===== config.mk =====
export PLATFORM = sky130hd
export DESIGN_NAME = shtu_div_cell
export DESIGN_NICKNAME = d
export VERILOG_FILES = /design/src/sv/shtu_pkg.sv /design/src/sv/shtu_div_cell.sv
export SDC_FILE = /design/constraint.sdc
export NUM_CORES = 1
export LEC_CHECK = 0
export BUFFER_PORTS_ARGS = -buffer_cell sky130_fd_sc_hd__buf_4
export CORE_ASPECT_RATIO = 1.1
export CORE_UTILIZATION = 44
export DETAILED_ROUTE_END_ITERATION = 10
export PLACE_DENSITY = 0.86
export SYNTH_ARGS = -nofsm -noshare
export SYNTH_HDL_FRONTEND = slang
export SYNTH_SLANG_ARGS = --single-unit
export TNS_END_PERCENT = 100

===== constraint.sdc =====
create_clock -name clk -period 3.3 [get_ports clk]
set_clock_uncertainty 0.15 [all_clocks]
set_input_delay 0.33 -clock clk [delete_from_list [all_inputs] [get_ports clk]]
set_output_delay 0.33 -clock clk [all_outputs]
set_load 0.05 [all_outputs]

===== src/sv/shtu_pkg.sv =====
// Package for the segment homography transform unit.
// Holds payload structs, coefficient set and divider lane types.
// No dependencies.
`timescale 1ns / 1ps
package shtu_pkg;

  localparam int unsigned COORD_W = 24;
  localparam int unsigned COEF_W  = 32;
  localparam int unsigned PROD_W  = COEF_W + COORD_W;
  localparam int unsigned SUM_W   = PROD_W + 2;
  localparam int unsigned FRAC_W  = 8;
  localparam int unsigned REM_W   = SUM_W + FRAC_W;
  localparam int unsigned QUO_W   = COORD_W + 1;
  localparam int unsigned CMP_W   = SUM_W + QUO_W;
  localparam int unsigned NUM_REGS = 5;
  localparam int unsigned ADDR_W  = 6;

  localparam logic [2:0] REG_H0_H1 = 3'd0;
  localparam logic [2:0] REG_H2_H3 = 3'd1;
  localparam logic [2:0] REG_H4_H5 = 3'd2;
  localparam logic [2:0] REG_H6_H7 = 3'd3;
  localparam logic [2:0] REG_H8    = 3'd4;

  localparam logic signed [COORD_W-1:0] COORD_MAX = 24'sh7FFFFF;
  localparam logic signed [COORD_W-1:0] COORD_MIN = -24'sh800000;

  typedef logic signed [COORD_W-1:0] coord_t;
  typedef logic signed [COEF_W-1:0]  coef_t;
  typedef logic signed [SUM_W-1:0]   sum_t;

  typedef struct packed {
    coord_t start_x;
    coord_t start_y;
    coord_t end_x;
    coord_t end_y;
  } seg_in_t;

  typedef struct packed {
    coord_t new_start_x;
    coord_t new_start_y;
    coord_t new_end_x;
    coord_t new_end_y;
    logic   start_at_infinity;
    logic   end_at_infinity;
  } seg_out_t;

  typedef struct packed {
    coef_t [8:0] h;
  } coef_set_t;

  typedef struct packed {
    sum_t p;
    sum_t q;
    sum_t r;
  } point_sums_t;

  // One quotient in flight through the divider row
  typedef struct packed {
    logic [REM_W-1:0] rem;
    logic [SUM_W-1:0] den;
    logic [QUO_W-1:0] quo;
    logic             neg;
    logic             num_zero;
  } div_lane_t;

endpackage


===== src/sv/shtu_div_cell.sv =====
// One restoring-division cell: decides quotient bit BIT and passes the lane on.
// Depends on shtu_pkg.
`timescale 1ns / 1ps
module shtu_div_cell import shtu_pkg::*; #(
  parameter int unsigned BIT = 0
) (
  input  logic      clk,
  input  div_lane_t lane_i,
  output div_lane_t lane_o
);

  div_lane_t lane_r;
  div_lane_t lane_nxt;
  logic [CMP_W-1:0] rem_ext;
  logic [CMP_W-1:0] den_ext;

  always_comb begin
    rem_ext  = CMP_W'(lane_i.rem);
    den_ext  = CMP_W'(lane_i.den) << BIT;
    lane_nxt = lane_i;
    if (rem_ext >= den_ext) begin
      lane_nxt.rem = REM_W'(rem_ext - den_ext);
      lane_nxt.quo = lane_i.quo | (QUO_W'(1) << BIT);
    end
  end

  always_ff @(posedge clk) begin
    lane_r <= lane_nxt;
  end

  assign lane_o = lane_r;

endmodule


==> results of run 1 <==
[critical path, stage by stage]
cell           delay (ns)
dlygate4sd3_1        0.54
buf_4                0.12
inv_1                0.06
ha_4                 0.29
nand4_1              0.17
nor3_2               0.23
a22oi_1              0.09
nand3_1              0.15
a31oi_2              0.07
a211oi_2             0.35
nor4b_4              0.11
or4_4                0.54
nor3b_4              0.27
xor2_1               0.20
[report_power, final]
group	internal, mW	switching, mW	leakage (nW)
Sequential	2.06	0.0846	1.27
Combinational	1.07	1.69	4.89
Clock	1.10	0.943	0.288
Total	4.22	2.72	6.45
[worst min path at each step]
stage	endpoint	from	slack (ns)	cells after the start
2_1_floorplan	lane_o[0]$_DFF_P_	lane_i[0]	0.21	0
3_3_place_gp	lane_o[7]$_DFF_P_	lane_i[7]	0.28	1
3_5_place_dp	lane_o[23]$_DFF_P_	lane_i[23]	0.29	1
4_1_cts	lane_o[113]$_DFF_P_	lane_i[113]	0.0002	3
5_1_grt	lane_o[88]$_DFF_P_	lane_i[88]	0.004	2
6_report	lane_o[113]$_DFF_P_	lane_i[113]	-0.0002	3
[kinds of logic after synthesis]
family | share of synthesized area [%]
AO/OA/AOI/OAI | 19.6
adder cells (fa/ha/maj) | 9.74
XOR/XNOR | 7.32
multiplexers | 2.21
flip-flops | 39.5
buffers and inverters | 5.71
AND/OR/NAND/NOR | 16.0
[repair_timing]
action | 4_1_cts | 5_1_grt
hold endpoints to repair | 118 | 0
gates resized for setup | 0 | 75
buffers inserted | 0 | 8
hold buffers | 118 | 0
setup endpoints to repair | 0 | 67
[layer usage]
layer / track usage [%] / wire [um] / vias to the layer above
li1: - / - / 4243
met1: 35.4 / 12000 / 4369
met2: 60.6 / 16700 / 676
met3: 6.65 / 2810 / 193
met4: 18.4 / 2080 / 0
met5: 0 / 0 / -
[metrics by stage]
stage          area, sq um  hold slack (ns)  utilization [%]  TNS [ns]  cells
3_5_place_dp         11100            0.285             65.5    -14.79   1527
3_3_place_gp         11100            0.285             65.5     -6.75   1527
2_1_floorplan         7660            0.208                -         0    895
6_report             13500        -0.000158             79.2   -0.0461   1692
5_1_grt              13500          0.00363             79.2    -0.991   1692
4_1_cts              12900         0.000162             75.9         0   1677
[area by class of cell]
type / instances / area [sq um]
clock buffer: 18 / 439
clock inverter: 14 / 159
fill: 1015 / 3540
inverter: 72 / 275
multi-input combinational: 630 / 4490
sequential: 151 / 3020
tap: 234 / 293
timing repair buffer: 573 / 4800
[Yosys cell counts (2+ instances only)]
master       n
a41oi_1      2
o22ai_1      2
nand4_1     35
o21ai_0     39
a21oi_1    115
o2111ai_1    4
buf_2        7
inv_1       72
clkbuf_1    35
a31oi_1      7
a21o_1      27
nand3_1     17
o21a_1       7
mux2_2      13
a211o_1      3
or2_2        3
nand3b_1     2
or4_4        2
dfxtp_1    151
o21bai_1    10
a22oi_1      3
o211ai_1     7
and2_0       2
nor2b_1      8
nor2_1      76
xor2_1      26
and3_1       2
nor4_1       6
nor3b_1      4
mux2_1       2
a21boi_0     3
or4_1        3
a2111oi_0    2
nand2_1     48
and2_1       5
a221oi_1     2
ha_1        58
nand2b_1    13
nor3_1      11
xnor2_1     38
a211oi_1     8
==> out/results.txt, run 1 <==
The worst setup path startpoint is lane_i[60]. The post-layout minimum cycle time was 3.32 ns. The root buffer cell chosen for the clock tree is clkbuf_16. For the pin with the worst max-slew slack, the measured transition is 0.486 ns. For the placement-stage worst setup slack, the log shows -0.318 ns. The clock tree synthesis step divided the H-tree into 4 levels. The routed design has 33500 um of wire.

The global-route wire length before repair was 46300 um. The launching element type of the critical path was an input pin. During placement, the flow inserted port buffers numbering 302. The flow ran to the end, but the final reports show violations. Measured along the x axis, the die boundary spans 128 um. Post-route worst hold slack: -0.000158 ns.

The synthesis warning total came out at 0. Among all flip-flop cells after synthesis, the most frequent one is dfxtp_1. The post-synthesis cell type with the largest combined area is dfxtp_1. The share of synthesized area occupied by flip-flops and latches is 39.5%, and the cell row count is 50. After synthesis, the netlist uses 56 different library cells. After synthesis, the share of flip-flops with an asynchronous set or reset is 0%. The total power consumption of the routed design came out at 6.94 mW.

In the final design database the tool counted 1656 nets. The number of pins with negative max-slew slack in the final report is 0, and the number of flops mapped to enable cells by yosys is 0. Sorting the synthesized cells by area gives the leading types as dfxtp_1 (39%), ha_1 (9.5%), a21oi_1 (7.5%), xnor2_1 (4.3%), nor2_1 (3.7%). Counting every instance in the synthesized netlist gives 895.

The static power due to leakage is 6.45 nW, and the die area is 17900 sq um. Largest driver fanout on the critical path: 3. The flip-flop count of the largest register after layout is 151, and the overall routing resource usage is 33.2%. After detailed routing, the average wire length per cell comes to 19.8 um. During I/O placement, the number of pins put on the boundary was 303. Setup violations remaining at the end of the flow were counted as 3. The detailed router placed 9481 vias in this run. Before antenna repair, the detailed router went through 6 iterations. Headroom to the max-slew limit came out at 67.2%.

The region available for standard cell placement spans 17000 sq um. The initial antenna violation count is 0, and the number of CTS-inserted buffers is 17. The floorplan step set the die height to 140 um. The number of global-route vias before repair came out at 9215.

In the layout the commonest cells are buf_4 (439), dfxtp_1 (151), dlygate4sd3_1 (118). The detailed placement HPWL came out at 19800 um. Data arrives at the worst endpoint at 3.53 ns. At the worst endpoint, the required time is 3.51 ns.

The number of nets in the synthesized netlist was 1106. For the max-cap check violation count, the log shows 0. The worst supply voltage drop on vdd came out at 377 uV. The count of nets left with antenna violations once routing finished came out at 0. The commonest non-fill, non-tap cell in the layout was buf_4. The number of hold-slack violations in the final timing report came out at 2. For this design, the sink count on the clock tree is 151.

Timing would allow up to 301 MHz. The count of antenna diodes in the layout was 0; the maximum root-to-sink buffer count was 2. The run gives 26 as the largest net degree at the start of global routing.

TritonCTS built the clock tree. The synthesized design devotes to its leading area cell type 39.5% of total area. Once the floorplan was initialized, standard cells occupied 45.0% of the core. In this run, the number of DRC markers left after iteration 0 of detailed routing was 927. The count of state elements after synthesis works out to 151. Share of layout cells above drive strength 1: 38.7%. The run gives 0 as the final routed DRC violation total.

Global routing finished with a remaining overflow of 0. Setup repair after global routing could not meet its margin everywhere. The critical path in this run is classified as in2reg. The critical path ends at lane_o[148]$_DFF_P_.

Dividing the detail-routed via count by the number of cells gives 5.60. The class of the tightest hold or removal check is in2reg. In the finished design, the share of the clock period the worst path needs comes to 101%. At the end of routability-driven placement, the weighted congestion stood at 0.879. The areal power density over the cells is 515 nW/um^2. The final reports fail on hold timing, setup timing. The relative area change from synthesis to final layout was 76.1%; the post-synthesis average cell area was 8.55 sq um.

Capturing element type of the critical path: a flip-flop. Cell area after technology mapping: 7650 sq um. The clock slew at the register clock pins of the worst setup and hold paths works out to 0.07 ns.

Final critical-path setup slack: -0.0244 ns.
(Power assumes the default switching activity.)
==> run 2: changes to the inputs <==
--- a/config.mk
+++ b/config.mk
@@ -5,8 +5,10 @@
 export SDC_FILE = /design/constraint.sdc
 export NUM_CORES = 1
 export LEC_CHECK = 0
+export ABC_CLOCK_PERIOD_IN_PS = 3300
 export BUFFER_PORTS_ARGS = -buffer_cell sky130_fd_sc_hd__buf_4
 export CORE_ASPECT_RATIO = 1.1
+export CORE_MARGIN = 5
 export CORE_UTILIZATION = 44
 export DETAILED_ROUTE_END_ITERATION = 10
 export PLACE_DENSITY = 0.86
==> run 2 against run 1 <==
Effect of this change: the flow finishes with violations (setup timing); critical path type unchanged; die area grew 12%; final area grew 0.75%; largest power group unchanged; global-route usage shrank 1.8 points; critical path depth grew 1.
==> out/results.txt, run 2 (synthesis gave the netlist of run 1 again) <==
The areal power density over the cells works out to 514 nW/um^2 (-0.26%). For the cell row count, the log shows 50 (unchanged). The vias per cell was 5.54 (-1.1%); the number of hold-slack violations in the final timing report was 0 (-2). The run gives 0 (unchanged) as the number of pins with negative max-slew slack in the final report.

The checks that failed: setup timing. The final-report setup violation count is 2 (-1). The number of clock sinks came out at 151 (unchanged). The library cell used most frequently in the layout, excluding fill and tap cells, is buf_4. Clock tree synthesis selected as its root buffer the cell clkbuf_16. The number of I/O port buffers was 302 (unchanged). The critical path in this run is classified as in2reg.

The tools report the static power due to leakage as 6.52 nW (+1.1%). Worst max-slew margin expressed relative to the limit: 54.0% (-13 points). Die area: 20100 sq um (+12%). On the critical path, the stage with the largest delay is an instance of o211ai_1. The tools report the number of nets in the finished design as 1670 (+0.85%). The run gives 5 (-1) as the number of detailed-route iterations in the first pass. The measured slew at the worst slew-check pin was 0.683 ns (+0.197 ns); the post-route worst hold slack was 0.00168 ns (+0.00184 ns).

The average wire per cell in the routed design is 20.8 um (+4.9%), and the worst path required time is 3.50 ns (about the same). Walking the worst path, the cells encountered are buf_4 > inv_1 > ha_1 > buf_4 > a21oi_1 > o211ai_1 > a221oi_2 > buf_4 > or3_1 > a21oi_1 > nor3_1 > or2_2 > a211o_1 > nand4_1 > xnor2_1. The run gives 4540 sq um (+1.1%) as the area occupied by multi-input gates. The y dimension of the die came out at 148 um (+5.7%).

The worst setup path is launched from an input pin. The tools report the worst supply voltage drop on vdd as 381 uV (+1.0%). The tools report the H-tree depth as 4 (unchanged). The data arrival time of the worst path was 3.54 ns (about the same). The core region area is 17100 sq um (+0.37%), and the maximum root-to-sink buffer count is 2 (unchanged). The logs give 303 (unchanged) for the boundary pin count and 755 (-19%) for the initial DRC count. Horizontal die dimension: 136 um (+6.3%). The logs give 0 (unchanged) for the post-detailed-route count of antenna-violating nets and 0 (unchanged) for the initial antenna violation count.

Number of cells on the worst hold path: 3 (unchanged). The maximum clock frequency was 300 MHz (-0.36%); the met1 routing resource usage after global routing was 32.7% (-2.6 points). The worst setup path is captured at a flip-flop. For the number of fillers in the final layout, the log shows 995 (-2.0%).

Counting stages on the worst path, the most repeated cell is buf_4. The final period utilization was 101% (+0.36 points); the met3 global-route usage was 7.95% (+1.3 points). The global routing stage identified its most utilized layer as met2.

The clock slew at the register clock pins of the worst setup and hold paths is 0.07 ns (about the same). The setup TNS after final layout is -0.0537 ns (-0.00756 ns). The global-route wire length before repair is 50100 um (+8.1%), and the max-cap check violation count is 0 (unchanged). Met2 routing resource usage after global routing: 57.3% (-3.3 points).

TritonCTS built the clock tree. The count of antenna diodes in the layout is 0 (unchanged). The area taken by flip-flops and latches came out at 3020 sq um (unchanged).

The biggest cell delay along the critical path is 0.46 ns (-0.08 ns). The relative area change from synthesis to final layout is 77.4%, and the detailed placement HPWL is 21400 um (+8.1%). The share of layout cells above drive strength 1 is 38.1% (-0.57 points). The run gives 9450 (-0.33%) as the via count. The run gives -0.0364 ns (-0.0120 ns) as the final critical-path setup slack. The run finished, with violations left. Total power consumption of the routed design: 6.97 mW (+0.49%). The logs give 47 (+81%) for the largest net degree at the start of global routing and 44.8% (-0.16 points) for the initial standard-cell utilization of the core. The logs give 31.4% (-1.8 points) for the overall routing resource usage and 17 (unchanged) for the number of CTS-inserted buffers. The tools report the total global routing overflow as 0 (unchanged). The logs give 0.871 (-0.94%) for the placer congestion estimate and 0 (unchanged) for the final routed DRC violation total.

The post-layout minimum cycle time is 3.34 ns (+0.0120 ns), and the largest driver fanout on the critical path is 4 (+1). The library cells used most frequently in the layout, excluding fill and tap cells, are buf_4 (447), dfxtp_1 (151), dlygate4sd3_1 (126). The logs give 35500 um (+5.7%) for the total routed wirelength and 9770 (+6.0%) for the number of global-route vias before repair.

The class of the tightest hold or removal check is in2reg. The flip-flop count of the largest register after layout was 151 (unchanged).
run 2: cell count changes in the layout (fill, tap and decap cells not counted), moves of 4 or more:
cell / change
buf_4: +8
clkbuf_16: -4
dlygate4sd3_1: +8
ha_1: -6
ha_4: +6
nor2_1: +12
nor2_2: -10
run 2: layout make-up:
cell class,count,area share (%)
clock buffers,18,3.23
clock inverters,14,1.18
inverters,72,2.03
multi-input cells,630,33.5
flip-flops and latches,151,22.3
well taps,234,2.16
repair buffers,587,35.7
run 2: timing repair:
action	in CTS	in global routing
setup endpoints to repair	2	65
buffers inserted	0	11
hold endpoints to repair	129	0
hold buffers	129	0
resized for setup	1	67
pin swaps	0	19
gates cloned	0	4
run 2: per-stage QoR:
step / instance area [sq um] / utilization (%) / instances / setup WS [ns]
global route: 13600 / 79.5 / 1706 / -0.159
detailed placement: 11200 / 65.3 / 1532 / -0.446
floorplan: 7660 / - / 895 / 0.00812
finish: 13600 / 79.5 / 1706 / -0.0364
CTS: 13100 / 76.4 / 1693 / 0.0180
global placement: 11200 / 65.3 / 1532 / -0.295
run 2: power by group:
part           total [mW]  switching (mW)  internal, mW
Sequential           2.14          0.0884          2.06
Combinational        2.80            1.71          1.09
Clock                2.03           0.935          1.10
run 2: worst max-delay path, delay by kind of cell:
| family | cells | cell delay [ns] |
|---|---|---|
| compound gates | 5 | 1.23 |
| simple gates | 4 | 0.99 |
| buf+inv | 4 | 0.49 |
| fa+ha+maj | 1 | 0.35 |
| xor+xnor | 1 | 0.15 |
run 2: path summary, 6_finish.rpt:
kind | startpoint | endpoint | slack, ns
setup / recovery | lane_i[34] | lane_o[145]$_DFF_P_ | -0.04
hold / removal | lane_i[110] | lane_o[110]$_DFF_P_ | 0.002
run 2: per-layer routing:
layer  vias up  part of all wire (%)
met1      4352                    34
met3       186                   9.0
met4         0                   6.0
met5         -                     0
li1       4268                     -
met2       644                    51
==> run 3: changes to the inputs <==
--- a/config.mk
+++ b/config.mk
@@ -7,11 +7,14 @@
 export LEC_CHECK = 0
 export ABC_CLOCK_PERIOD_IN_PS = 3300
 export BUFFER_PORTS_ARGS = -buffer_cell sky130_fd_sc_hd__buf_4
+export CELL_PAD_IN_SITES_DETAIL_PLACEMENT = 1
+export CELL_PAD_IN_SITES_GLOBAL_PLACEMENT = 1
 export CORE_ASPECT_RATIO = 1.1
 export CORE_MARGIN = 5
-export CORE_UTILIZATION = 44
+export CORE_UTILIZATION = 32
 export DETAILED_ROUTE_END_ITERATION = 10
-export PLACE_DENSITY = 0.86
+export GPL_TIMING_DRIVEN = 0
+export PLACE_DENSITY = 0.87
 export SYNTH_ARGS = -nofsm -noshare
 export SYNTH_HDL_FRONTEND = slang
 export SYNTH_SLANG_ARGS = --single-unit
==> run 3 against run 2 <==
Effect of this change: clock power rose by 5%; wire length increased by 8.0%; sequential share of layout area rose by 1.5 points; final area is 6.1% lower; core utilization shrank 26 points; final cell count fell by 3.3%; critical endpoint is now lane_o[125]$_DFF_P_; die area rose by 35%; worst hold slack got worse by 0.0019 ns; the run ends with hold timing, setup timing left; maximum frequency grew 0.74%.
==> out/results.txt, run 3 (synthesis gave the netlist of run 1 again) <==
The number of pins with negative max-slew slack in the final report was 0 (unchanged). The path with the worst hold slack has its endpoint at lane_o[127]$_DFF_P_. The vias per cell came out at 5.36 (-3.2%). The total power consumption of the routed design came out at 6.93 mW (-0.64%).

The total global routing overflow is 0 (unchanged), and the cell row count is 59 (+18%). The met3 global-route usage was 5.56% (-2.4 points); the number of clock sinks was 151 (unchanged). The worst setup path is captured at a flip-flop. The boundary pin count was 303 (unchanged). The final reports fail on hold timing, setup timing. The largest driver fanout on the critical path is 4 (unchanged), and the largest net degree at the start of global routing is 18 (-62%).

Most used routing layer in global routing: met2. By startpoint and endpoint, the worst setup path is classified as in2reg. The run gives 302 MHz (+0.74%) as the maximum clock frequency. The final instance count without filler cells is 1650 (-3.3%), and the area taken by flip-flops and latches is 3020 sq um (unchanged). Global-route wire length before repair: 53800 um (+7.3%).

Class of the tightest hold or removal check: in2reg. The worst supply voltage drop on vdd is 285 uV (-25%). The tools report the data arrival time of the worst path as 3.49 ns (-0.05 ns). The static power due to leakage was 5.92 nW (-9.1%).

The relative area change from synthesis to final layout is 66.5%, and the measured slew at the worst slew-check pin is 0.648 ns (-0.0345 ns). For the initial antenna violation count, the log shows 1 (+1). The areal power density over the cells works out to 544 nW/um^2 (+5.9%). The number of detailed-route iterations in the first pass was 8 (+3); the share of layout cells above drive strength 1 was 34.2% (-3.9 points). Area occupied by multi-input gates: 4600 sq um (+1.3%). The final period utilization was 100% (-0.74 points); the number of cells after detailed placement was 1502 (-2.0%).

The logs give 435 (-42%) for the initial DRC count and 0 (unchanged) for the post-detailed-route count of antenna-violating nets. The tools report the number of nets in the finished design as 1542 (-7.7%). The number of cells on the worst hold path was 3 (unchanged); the overall routing resource usage was 25.4% (-5.9 points).

For the final-report setup violation count, the log shows 5 (+3). The fraction of the core area covered by cells at the end of the flow was 54.0% (-26 points). For the total routed wirelength, the log shows 38300 um (+8.0%). The worst max-slew margin expressed relative to the limit was 56.3% (+2.3 points); the initial standard-cell utilization of the core was 32.4% (-12 points). The commonest non-fill, non-tap cell in the layout is buf_4. Maximum root-to-sink buffer count: 2 (unchanged). TritonCTS built the clock tree. The tools report the H-tree depth as 4 (unchanged).

Horizontal die dimension: 157 um (+16%). The met1 routing resource usage after global routing came out at 27.2% (-5.5 points). The number of CTS-inserted buffers is 17 (unchanged), and the clock slew at the register clock pins of the worst setup and hold paths is 0.07 ns (about the same). In this run the most critical hold path is launched from lane_i[127]. The CTS root buffer was clkbuf_16. The number of I/O port buffers works out to 302 (unchanged). STA classifies the critical path startpoint as an input pin. The logs give -0.000200 ns (-0.00188 ns) for the post-route worst hold slack and 23700 um (+11%) for the detailed placement HPWL. The die area was 27100 sq um (+35%); the flip-flop count of the largest register after layout was 151 (unchanged). Y dimension of the die: 172 um (+16%).

For the final routed DRC violation total, the log shows 0 (unchanged). For the via count, the log shows 8845 (-6.4%). Leaving out fill and tap cells, the most frequent cells in the layout are buf_4 (318), dfxtp_1 (151), dlygate4sd3_1 (118). The number of hold-slack violations in the final timing report is 1 (+1). Final critical-path setup slack: -0.0119 ns (+0.0244 ns). The post-layout minimum cycle time came out at 3.31 ns (-0.0244 ns). For the placer congestion estimate, the log shows 0.877 (+0.67%).

The run gives 9748 (-0.23%) as the number of global-route vias before repair. Worst path required time: 3.48 ns (-0.02 ns). The run finished, with violations left.

The met2 routing resource usage after global routing was 48.0% (-9.3 points). The tools report the core region area as 23600 sq um (+38%). The run gives 2688 (+170%) as the number of fillers in the final layout. The max-cap check violation count was 0 (unchanged).

Setup repair after global routing could not meet its margin everywhere. Average wire per cell in the routed design: 23.2 um (+12%).
## run 3: cell types whose count changed in the layout (fill, tap and decap cells not counted), sizes merged
cell,delta
buf,-126
clkbuf,+7
clkinv,-3
diode,+1
dlygate4sd3,-8
dlymetal6s4s,-3
inv,+4
nor2,+1
## run 3: worst max-delay path by stage
stage,startpoint,to,slack (ns),cells after the start
2_1_floorplan,lane_i[85],lane_o[118]$_DFF_P_,0.008,14
3_3_place_gp,lane_i[59],lane_o[119]$_DFF_P_,-1.07,13
3_5_place_dp,lane_i[59],lane_o[119]$_DFF_P_,-1.11,13
4_1_cts,lane_i[85],lane_o[119]$_DFF_P_,0.0005,16
5_1_grt,lane_i[85],lane_o[103]$_DFF_P_,-0.10,15
6_report,lane_i[85],lane_o[125]$_DFF_P_,-0.01,17
## run 3: critical path, cell delays in order
cell	delay (ns)
buf_8	0.10
inv_4	0.05
ha_4	0.13
inv_2	0.05
fa_2	0.40
a21o_1	0.22
a221o_1	0.38
a221oi_4	0.34
buf_4	0.16
buf_6	0.10
or3_1	0.15
and2_2	0.24
nor3_1	0.08
nor3b_2	0.23
o21a_1	0.17
xnor2_1	0.07
mux2_2	0.27
## run 3: layout make-up
class / instances / share of cell area, %
Clock buffer: 17 / 3.34
Tap cell: 305 / 2.99
Multi-Input combinational cell: 631 / 36.1
Sequential cell: 151 / 23.7
Inverter: 72 / 2.14
Timing Repair Buffer: 440 / 28.9
Clock inverter: 15 / 1.38
Buffer: 18 / 1.41
Antenna cell: 1 / 0.0196
## run 3: what timing repair did
item / CTS / global route
pin swaps: 7 / 21
buffers inserted: 5 / 11
hold buffers: 118 / 0
hold endpoints to repair: 118 / 0
endpoints found under the setup margin: 67 / 67
resized for setup: 40 / 98
gates cloned: 1 / 4
## run 3: power by group
part | internal [mW] | total, mW | switching (mW)
Combinational | 0.959 | 2.66 | 1.70
Clock | 1.09 | 2.13 | 1.04
Sequential | 2.05 | 2.14 | 0.0901
## run 3: routing by layer
layer / vias to the layer above / part of all wire [%]
li1: 4002 / -
met3: 126 / 7.4
met5: - / 0
met4: 0 / 4.2
met2: 433 / 52
met1: 4284 / 36
## run 3: stage by stage
step	area, sq um	setup slack, ns	hold slack, ns	TNS (ns)
3_3_place_gp	10300	-1.07	0.284	-62.44
3_5_place_dp	10300	-1.11	0.285	-66.08
4_1_cts	12300	0.000502	0.000779	0
5_1_grt	12700	-0.105	0.00209	-3.06
6_report	12700	-0.0119	-0.000200	-0.0480
2_1_floorplan	7660	0.00812	0.208	0
